`src/rtl/chd_pkg.sv`:
```
// ============================================================================
// chd_pkg
// Shared types for the chunk hash change detector: opcodes, result kinds,
// controller states and the command/status bundles between control and data.
// ============================================================================
package chd_pkg;

    localparam int ID_W   = 32;
    localparam int HASH_W = 256;

    typedef enum logic [1:0] {
        OP_LOAD   = 2'd0,
        OP_CHECK  = 2'd1,
        OP_FINISH = 2'd2,
        OP_NONE   = 2'd3
    } opcode_t;

    typedef enum logic [2:0] {
        KIND_NEW     = 3'd0,
        KIND_CHANGED = 3'd1,
        KIND_REMOVED = 3'd2,
        KIND_END     = 3'd3,
        KIND_FULL    = 3'd4
    } kind_t;

    // source of the reported id
    typedef enum logic [1:0] {
        OUT_SEL_INPUT = 2'd0,
        OUT_SEL_SWEEP = 2'd1,
        OUT_SEL_ZERO  = 2'd2
    } out_sel_t;

    typedef enum logic [2:0] {
        ST_IDLE   = 3'd0,
        ST_LOOKUP = 3'd1,
        ST_ACT    = 3'd2,
        ST_CMP    = 3'd3,
        ST_SWEEP  = 3'd4,
        ST_SWEND  = 3'd5
    } state_t;

    typedef struct packed {
        logic     capture;
        logic     lookup;
        logic     tbl_write;
        logic     mark_seen;
        logic     hash_rd;
        logic     sweep_step;
        logic     clear_all;
        logic     out_load;
        kind_t    out_kind;
        out_sel_t out_sel;
        logic     out_last;
    } chd_cmd_t;

    typedef struct packed {
        opcode_t opcode;
        logic    hit;
        logic    full;
        logic    hash_eq;
        logic    out_ready;
        logic    sweep_emit;
        logic    sweep_last;
    } chd_status_t;

endpackage

```
`src/rtl/chd_ctrl.sv`:
```
// ============================================================================
// chd_ctrl
// Sequencer: accepts one transaction, steps it through lookup, action and
// hash compare, or walks the table on a finish.
// ============================================================================
module chd_ctrl
    import chd_pkg::*;
(
    input  logic        clk,
    input  logic        rst_n,
    input  logic        in_valid,
    input  logic [1:0]  in_opcode,
    output logic        in_ready,
    input  chd_status_t status,
    output chd_cmd_t    cmd
);

    state_t state_reg;
    state_t state_next;
    opcode_t in_op;

    assign in_op = opcode_t'(in_opcode);

    always_ff @(posedge clk or negedge rst_n)
    begin
        if (!rst_n)
        begin
            state_reg <= ST_IDLE;
        end
        else
        begin
            state_reg <= state_next;
        end
    end

    // next state
    always_comb
    begin
        state_next = state_reg;
        unique case (state_reg)
            ST_IDLE:
            begin
                if (in_valid)
                begin
                    unique case (in_op)
                        OP_LOAD, OP_CHECK: state_next = ST_LOOKUP;
                        OP_FINISH:         state_next = ST_SWEEP;
                        default:           state_next = ST_IDLE;
                    endcase
                end
            end
            ST_LOOKUP:
            begin
                state_next = ST_ACT;
            end
            ST_ACT:
            begin
                if (status.opcode == OP_LOAD)
                begin
                    if (!status.full || status.hit || status.out_ready)
                    begin
                        state_next = ST_IDLE;
                    end
                end
                else if (status.hit)
                begin
                    state_next = ST_CMP;
                end
                else if (status.out_ready)
                begin
                    state_next = ST_IDLE;
                end
            end
            ST_CMP:
            begin
                if (status.hash_eq || status.out_ready)
                begin
                    state_next = ST_IDLE;
                end
            end
            ST_SWEEP:
            begin
                if (status.sweep_last && (!status.sweep_emit || status.out_ready))
                begin
                    state_next = ST_SWEND;
                end
            end
            ST_SWEND:
            begin
                if (status.out_ready)
                begin
                    state_next = ST_IDLE;
                end
            end
            default:
            begin
                state_next = ST_IDLE;
            end
        endcase
    end

    // commands
    always_comb
    begin
        in_ready = 1'b0;
        cmd      = '0;
        cmd.out_kind = KIND_NEW;
        cmd.out_sel  = OUT_SEL_INPUT;
        unique case (state_reg)
            ST_IDLE:
            begin
                in_ready    = 1'b1;
                cmd.capture = in_valid;
            end
            ST_LOOKUP:
            begin
                cmd.lookup = 1'b1;
            end
            ST_ACT:
            begin
                if (status.opcode == OP_LOAD)
                begin
                    if (status.hit || !status.full)
                    begin
                        cmd.tbl_write = 1'b1;
                    end
                    else
                    begin
                        cmd.out_load = status.out_ready;
                        cmd.out_kind = KIND_FULL;
                        cmd.out_last = 1'b1;
                    end
                end
                else if (status.hit)
                begin
                    cmd.mark_seen = 1'b1;
                    cmd.hash_rd   = 1'b1;
                end
                else
                begin
                    cmd.out_load = status.out_ready;
                    cmd.out_kind = KIND_NEW;
                    cmd.out_last = 1'b1;
                end
            end
            ST_CMP:
            begin
                cmd.out_load = !status.hash_eq && status.out_ready;
                cmd.out_kind = KIND_CHANGED;
                cmd.out_last = 1'b1;
            end
            ST_SWEEP:
            begin
                cmd.out_kind   = KIND_REMOVED;
                cmd.out_sel    = OUT_SEL_SWEEP;
                cmd.out_load   = status.sweep_emit && status.out_ready;
                cmd.sweep_step = !status.sweep_emit || status.out_ready;
            end
            ST_SWEND:
            begin
                cmd.out_kind  = KIND_END;
                cmd.out_sel   = OUT_SEL_ZERO;
                cmd.out_last  = 1'b1;
                cmd.out_load  = status.out_ready;
                cmd.clear_all = status.out_ready;
            end
            default:
            begin
                cmd = '0;
            end
        endcase
    end

endmodule

```
`config.mk`:
```
export PLATFORM = sky130hd
export DESIGN_NAME = chd_ctrl
export DESIGN_NICKNAME = d
export VERILOG_FILES = /design/src/rtl/chd_pkg.sv /design/src/rtl/chd_ctrl.sv
export SDC_FILE = /design/constraint.sdc
export NUM_CORES = 1
export LEC_CHECK = 0
export BUFFER_PORTS_ARGS = -buffer_cell sky130_fd_sc_hd__buf_2
export CORE_AREA = 2 2 39 41
export CTS_BUF_LIST = sky130_fd_sc_hd__clkbuf_16
export DETAILED_ROUTE_END_ITERATION = 16
export DIE_AREA = 0 0 41 43
export GPL_TIMING_DRIVEN = 0
export PLACE_DENSITY = 0.66
export SYNTH_ARGS = -nofsm -noshare
export SYNTH_HDL_FRONTEND = slang
export SYNTH_SLANG_ARGS = --single-unit
export TNS_END_PERCENT = 1
```
`constraint.sdc`:
```
create_clock -name clk -period 1.42 [get_ports clk]
set_input_delay 0.142 -clock clk [delete_from_list [all_inputs] [get_ports clk]]
set_output_delay 0.142 -clock clk [all_outputs]
set_load 0.01 [all_outputs]
```
# --- After elaboration in Yosys (flattened, before gate mapping) ---
# Cells that the tools add are included.
totals:
  register_bits: 3
  inputBits: 13
  out_inout_bits: 15
  elab_cells: 56
classes:
  muxes: 28
  eq_ne: 11
  n_reduce_logical: 16
ops:
  columns: ["operator", "count"]
  rows:
  - ["$mux W3", 8]
  - ["$pmux W3 S6", 1]
  - ["$pmux W4 S4", 1]
  - ["$mux W4", 3]
  - ["$mux W1", 10]
  - ["$eq A3 B2 Y1 const B", 2]
  - ["$eq A3 B3 Y1 const B", 2]
  - ["$ne A2 B2 Y1 const B", 3]
  - ["$pmux W3 S2", 1]
  - ["$logic_not A2 Y1", 2]
  - ["$logic_or A1 B1 Y1", 4]
  - ["$mux W2", 2]
  - ["$pmux W2 S2", 1]
  - ["$reduce_and A4 Y1", 1]
  - ["$reduce_or A2 Y1", 2]
  - ["$eq A3 B1 Y1 const B", 1]
  - ["$logic_and A1 B1 Y1", 3]
  - ["$logic_not A1 Y1", 3]
  - ["$logic_not A3 Y1", 1]
  - ["$ne A3 B3 Y1 const B", 1]
  - ["$eq A2 B1 Y1 const B", 1]
  - ["$eq A2 B2 Y1 const B", 1]
  - ["$pmux W1 S2", 1]

# --- Longest topological paths before layout ---
# Gate-level depths: netlist of the first run.
depth:
  ltp_word: 6
  ltp_mapped: 6
  ltp_nobuf: 5

# --- Least setup slack after synthesis of the first run ---
# Ideal clock, no wire load.
synth_path:
  path_kind: "register -> output"
  startpoint: "reg state_reg[2]"
  endpoint: "out cmd[6] (netlist name)"
  stages_incl_launch_ff: 5
  slack_ps: 163
  path_buffers: 1
  t_required_ps: 1278
  arrival_ps: 1115
  cell_sequence: "dfrtp_1 buf_6 nand2b_1 a221o_1 a21oi_1"
synth_lines:
  columns: ["element", "line", "rtl"]
  rows:
  - ["start, declared", "chd_ctrl.sv:18", "state_t state_reg;"]
  - ["start signal, assigned", "chd_ctrl.sv:32", "state_reg <= state_next;"]
  - ["end, declared", "chd_ctrl.sv:15", "output chd_cmd_t cmd"]

==> flow_summary.toml, run 1 <==
[outcome]
status = "finished with violations"
violations = "setup timing"

[setup_path]
cp-end-kind = "primary output"
timing.critical_path.required_ns = 1.28
cp_max_fo = 5
r2r_start = "state_reg[2]"
start_kind = "flop"
r2r_cells = 7
crit_start = "state_reg[2]"
critPathArrivalTime_ns = 1.37
worstSetupPathType = "reg2out"

[die]
io_pins = 28
core_area_um2 = 1380
die-area_um2 = 1760
rows = 14
die_w_um = 41
fp.dieH_um = 43
start_util_pct = 27.5

[min_path]
hold_class = "in2async"

[sta]
fin_setup_tns_ns = -0.218
finClkSkew_ns = 0.00327
whs_ns = 0.242
setup_slack_ns = -0.0933
period_share_pct = 107
slew_viol_final = 0
slew_headroom_pct = 81.2
finalCriticalPeriod_ns = 1.51
setup_viol = 3
rsz0062_at_grt = "yes"
fmax_mhz = 661
worstMarginPinSlew_ns = 0.281
hold_viol = 0

[power]
peakVddDrop_uv = 743
power_w = 0.00139
p_clk_share_pct = 31.8
powerDensity_nw_per_um2 = 2010
p_int_w = 0.000861
leakagePower_nw = 0.366
switching_share_pct = 37.9
seq_power_share_pct = 11.6
comb_power_share_pct = 56.5
netSwitchingPower_w = 0.000526

[finish]
multi_input_area_um2 = 273
drive_above_1_share_pct = 55.9
nets = 107
seqCellArea_um2 = 76.3
syn2layout_area_growth_pct = 81.6
instances_no_fill = 109
nFillCells = 140
largest_reg_flops = 3
antenna_cells = 0

[route]
first_pass_iters = 4
drt_wl_total_um = 1230
via_per_inst = 4.73
ant_nets = 0
wl_per_cell_um = 11.3
drt_iter0_markers = 24
remaining_drc_errors = 0
num_vias = 516

[global_route]
grt_pass1_wl_um = 1830
grt_max_degree = 11
first_global_vias = 464
grt_usage_pct = 15.7
grt-ovfl-total = 0
grt_antenna_before_repair = 0

[clock_network]
clkSinkCount = 3
clk_pin_slew_ns = 0.03
cts_buffer_depth = 2
tritoncts = "yes"
htreeDepth = 1
clkLatencyLatePin_ns = 0.22
clockRootBuffer = "clkbuf_16"
cts-buffers-inserted = 3

[flow_run]
cap_violations = 0

[logic_synthesis]
synthCells = 56
ys_seq_area_share_pct = 19.7
yosys.cell_types.count = 27
yosysWarnings = 0
ys_ff_latch = 3
synth_top_area_share_pct = 19.7
yosys.area.top_type = "dfrtp_1"
synthTopCellsByArea = "dfrtp_1 20%, nor2_1 7.9%, a21oi_1 6.6%"
synth.avg_cell_area_um2 = 6.79
synth_fp_nets = 69
syn_area_um2 = 380

[placed_design]
portBuffers = 27
dp_hpwl_um = 840
gp_congestion = 0.773
dp_cells = 99
pre_cts_slack_ns = 0.0873
## per-layer routing
metal | part of all wire, % | track usage (%)
met3 | 6.4 | 3.14
met4 | 1.5 | 12.0
met2 | 50 | 23.1
met1 | 42 | 18.6
met5 | 0 | 0
## power groups by stage
stage	Combinational, W	Sequential [W]	Clock [W]
finish	0.000784	0.000161	0.000441
global route	0.000860	0.000167	0.000458
global placement	0.000640	0.000155	0
detailed placement	0.000642	0.000153	0
CTS	0.000746	0.000152	0.000445
floorplan	0.000453	0.000146	0
## critical path, stage by stage, from the launching register on
cell and delay (ns):
dfrtp_1 0.36, buf_6 0.13, nand2b_4 0.13, a221o_1 0.28
a21oi_1 0.12, buf_2 0.14
## area by class of cell
type                    count  area share [%]
flip-flops and latches      3            11.1
plain buffers               4            5.43
clock buffers               3            10.9
repair buffers             33            26.4
well taps                  16            2.90
inverters                   6            3.26
clock inverters             1           0.543
multi-input cells          43            39.5
## repair_timing
item                                   4_1_cts  5_1_grt
hold buffers                                 1        0
pin swaps                                    2        1
endpoints found under the hold margin        3        0
resized for setup                            1        8
setup endpoints to repair                    5        8
setup buffers                                5        0
## per-stage QoR
stage	cell area [um2]	utilization (%)
final	691	49.9
after global routing	691	49.9
after CTS	669	48.4
after detailed placement	536	38.7
after global placement	536	38.7
after floorplan	380	-
## cell families after synthesis
logic type	count (synthesis)	synth area share, %
AO/OA/AOI/OAI	16	26.0
flip-flops	3	19.7
AND/OR/NAND/NOR	27	40.1
buffers and inverters	10	14.1
## cell usage after synthesis
library cell  instances
nand2_2               1
o2bb2ai_1             1
nor2_1                8
nand2b_1              1
nand3_1               2
buf_6                 1
nor2b_4               1
o21ai_1               1
nor2b_1               1
nand3_2               1
nor4bb_1              1
dfrtp_1               3
inv_1                 3
a221o_1               1
a2bb2oi_1             1
o22ai_1               1
o21ai_0               4
nor3_1                4
a32oi_1               1
a31oi_1               1
nor3b_2               1
buf_2                 1
nor4b_1               1
a21oi_1               5
nand2_1               5
inv_2                 3
buf_4                 2
## placed cells by master (no fill, tap or decap), types with 2 or more instances in the layout
| cell | Yosys | final |
|---|---|---|
| a21oi_1 | 5 | 5 |
| dfrtp_1 | 3 | 2 |
| inv_2 | 3 | 4 |
| buf_4 | 2 | 7 |
| nand2_1 | 5 | 5 |
| clkbuf_16 | 0 | 3 |
| nor3_1 | 4 | 4 |
| nand3_2 | 1 | 2 |
| inv_1 | 3 | 3 |
| buf_2 | 1 | 27 |
| buf_6 | 1 | 2 |
| nor2_1 | 8 | 7 |
| o21ai_0 | 4 | 4 |
## path summary, 6_finish.rpt
kind,endpoint,slack [ns]
max in group asynchronous,state_reg[0],1.06
worst min-delay path,state_reg[0],0.24
worst max-delay path,cmd[6],-0.09
worst max register to register,state_reg[0],0.17
min in group clk,state_reg[2],0.25
worst min register to register,state_reg[2],0.61
Note: power is estimated with default switching activity, not from simulation.
==> run 2, diff against run 1 <==
ABC_AREA = 1   (was not set)
PLACE_DENSITY = 0.67   (was 0.66)
REMOVE_ABC_BUFFERS = 1   (was not set)
==> flow_summary.toml, run 2 <==
[outcome]
status = "finished with violations"
violations = "setup timing"

[finish]
drive_above_1_share_pct = 48.3
mostFrequentLayoutCell = "buf_2"
largest_reg_flops = 3
nets = 134
nFillCells = 143
syn2layout_area_growth_pct = 96.8
antenna_cells = 0
mostFrequentLayoutCells = "27 x buf_2, 24 x nand2_1, 15 x inv_1, 14 x buf_4, 6 x nor2_1"

[logic_synthesis]
synthCells = 75
synth_top_area_share_pct = 24.3
synth_edf_count = 0
syn_area_um2 = 387
synth_top_flop_cell = "dfrtp_1"
yosysWarnings = 0
synthTopCellsByArea = "nand2_1 24%, dfrtp_1 19%, inv_1 15%"
yosys.cell_types.count = 16
yosys.area.top_type = "nand2_1"
ys_ff_latch = 3
ys_async_sr_fraction_pct = 100
ys_seq_area_share_pct = 19.4
yosysMostFrequentCell = "nand2_1"
ys_top_cells_by_count = "25 x nand2_1, 15 x inv_1, 8 x nor2_1"
synth.avg_cell_area_um2 = 5.15

[placed_design]
gp_congestion = 0.811
dp_hpwl_um = 862
portBuffers = 27

[setup_path]
cpMostUsedCell = "nand2_1"
critPathArrivalTime_ns = 1.34
slowest_delay_ns = 0.36
worstPathCellList = "inv_2 -> buf_4 -> nor2_4 -> nand2_1 -> nand2_1 -> inv_1 -> nand2_1 -> nand2_1 -> nand2_1 -> buf_2"
path_delay_family = "buffers and inverters"
start_kind = "flop"
timing.critical_path.required_ns = 1.28
crit_buf_inv = 4
cp_slowest_cell = "dfrtp_1"
worstSetupPathType = "reg2out"
cp_max_fo = 4
cp-end-kind = "primary output"

[power]
powerDensity_nw_per_um2 = 1930
peakVddDrop_uv = 1160
p_int_w = 0.000880
switching_share_pct = 40.2
seq_power_share_pct = 11.7
netSwitchingPower_w = 0.000591
comb_power_share_pct = 58.5
p_clk_share_pct = 29.8
leakagePower_nw = 0.496

[die]
start_util_pct = 27.9
fp.dieH_um = 43
core_area_um2 = 1380
rows = 14
die-area_um2 = 1760
io_pins = 28
die_w_um = 41

[global_route]
grt.met3_usage_pct = 2.62
busiest_layer = "met2"
grt_max_degree = 6
met1_usage_pct = 22.0
grt_usage_pct = 18.9
gr-usage-met2_pct = 31.9
grt_pass1_wl_um = 2330
grt_antenna_before_repair = 0
grt-ovfl-total = 0
first_global_vias = 563

[clock_network]
cts-buffers-inserted = 3
tritoncts = "yes"
clkLatencyLatePin_ns = 0.22
htreeDepth = 1
clk_pin_slew_ns = 0.03
clkSinkCount = 3
cts_buffer_depth = 2
clockRootBuffer = "clkbuf_16"

[sta]
slew_viol_final = 0
fin_setup_tns_ns = -0.156
setup_viol = 6
finalCriticalPeriod_ns = 1.48
rsz0062_at_grt = "yes"
whs_ns = 0.203
worstMarginPinSlew_ns = 0.231
finClkSkew_ns = 0.00113
period_share_pct = 104
setup_slack_ns = -0.0586
hold_viol = 0
fmax_mhz = 676
slew_headroom_pct = 84.4

[route]
wl_per_cell_um = 10.9
drt_wl_total_um = 1480
first_pass_iters = 4
num_vias = 628
remaining_drc_errors = 0
ant_nets = 0
via_per_inst = 4.62
drt_iter0_markers = 8

[flow_run]
cap_violations = 0

[min_path]
hold_class = "in2reg"
run 2: cell count changes in the layout (fill, tap and decap cells not counted), moves of 2 or more:
cell and change:
nor2_4 +2, a21oi_1 -4, buf_6 -2, buf_4 +7, nor3_1 -2, nand3_1 +4, nand2_1 +19, nand3_2 -2
inv_1 +12, nor2_2 +2
run 2: kinds of logic (layout without fill, tap and decap cells):
group / count (synthesis) / in the layout / share of synthesized area (%)
flip-flops: 3 / 3 / 19.4
buffers and inverters: 19 / 64 / 19.4
AND/OR/NAND/NOR: 46 / 46 / 50.5
AO/OA/AOI/OAI: 7 / 7 / 10.7
run 2: metal layers:
metal | part of all wire (%) | wire length [um]
met1 | 35 | 523
met2 | 53 | 783
met3 | 6.6 | 98
met4 | 5.2 | 77
met5 | 0 | 0
run 2: path summary, 6_finish.rpt:
path / depth (start not counted) / start / slack [ns] / end
max: 10 / state_reg[0] / -0.06 / cmd[6]
min: 4 / status[3] / 0.20 / state_reg[0]
max reg2reg: 9 / state_reg[0] / 0.10 / state_reg[0]
min reg2reg: 4 / state_reg[1] / 0.80 / state_reg[1]
max in group asynchronous: 2 / rst_n / 1.05 / state_reg[2]
min in group asynchronous: 2 / rst_n / 0.25 / state_reg[1]
run 2: cell type report:
| cell class | count | area, um2 | share of cell area (%) |
|---|---|---|---|
| clock buffers | 3 | 75.1 | 9.87 |
| flip-flops and latches | 3 | 77.6 | 10.2 |
| multi-input cells | 53 | 264 | 34.7 |
| clock inverters | 1 | 3.75 | 0.493 |
| repair buffers | 42 | 250 | 32.9 |
| well taps | 16 | 20.0 | 2.63 |
| inverters | 18 | 70.1 | 9.21 |
run 2: worst register-to-register path, stage by stage, from the launching register on:
cell,delay [ns]
dfrtp_1,0.39
inv_2,0.10
nand2_1,0.08
nor2_2,0.13
buf_4,0.13
nand2_1,0.06
nand2_1,0.06
nand2_1,0.08
nand3_1,0.10
nand2_1,0.06
run 2: repair_timing:
action / 4_1_cts / 5_1_grt
endpoints found under the setup margin: 4 / 12
hold buffers: 1 / 0
setup buffers: 12 / 2
pin swaps: 5 / 6
resized for setup: 8 / 3
hold endpoints to repair: 3 / 0
run 2: stage by stage:
stage | total power, W | instance area [um2] | worst slack [ns] | utilization [%] | instances
floorplan | 0.000531 | 379 | 0.109 | - | 74
global placement | 0.000715 | 534 | 0.0504 | 38.6 | 117
detailed placement | 0.000717 | 534 | 0.0636 | 38.6 | 117
CTS | 0.00137 | 733 | -0.0443 | 53.0 | 134
global route | 0.00157 | 761 | -0.137 | 55.0 | 136
finish | 0.00147 | 761 | -0.0586 | 55.0 | 136
run 2: power by group through the flow:
stage	clock [W]	combinational (W)	sequential, W
after global routing	0.000452	0.000942	0.000176
final	0.000439	0.000861	0.000172
after detailed placement	0	0.000549	0.000168
after floorplan	0	0.000371	0.000161
after global placement	0	0.000545	0.000170
after CTS	0.000445	0.000762	0.000166
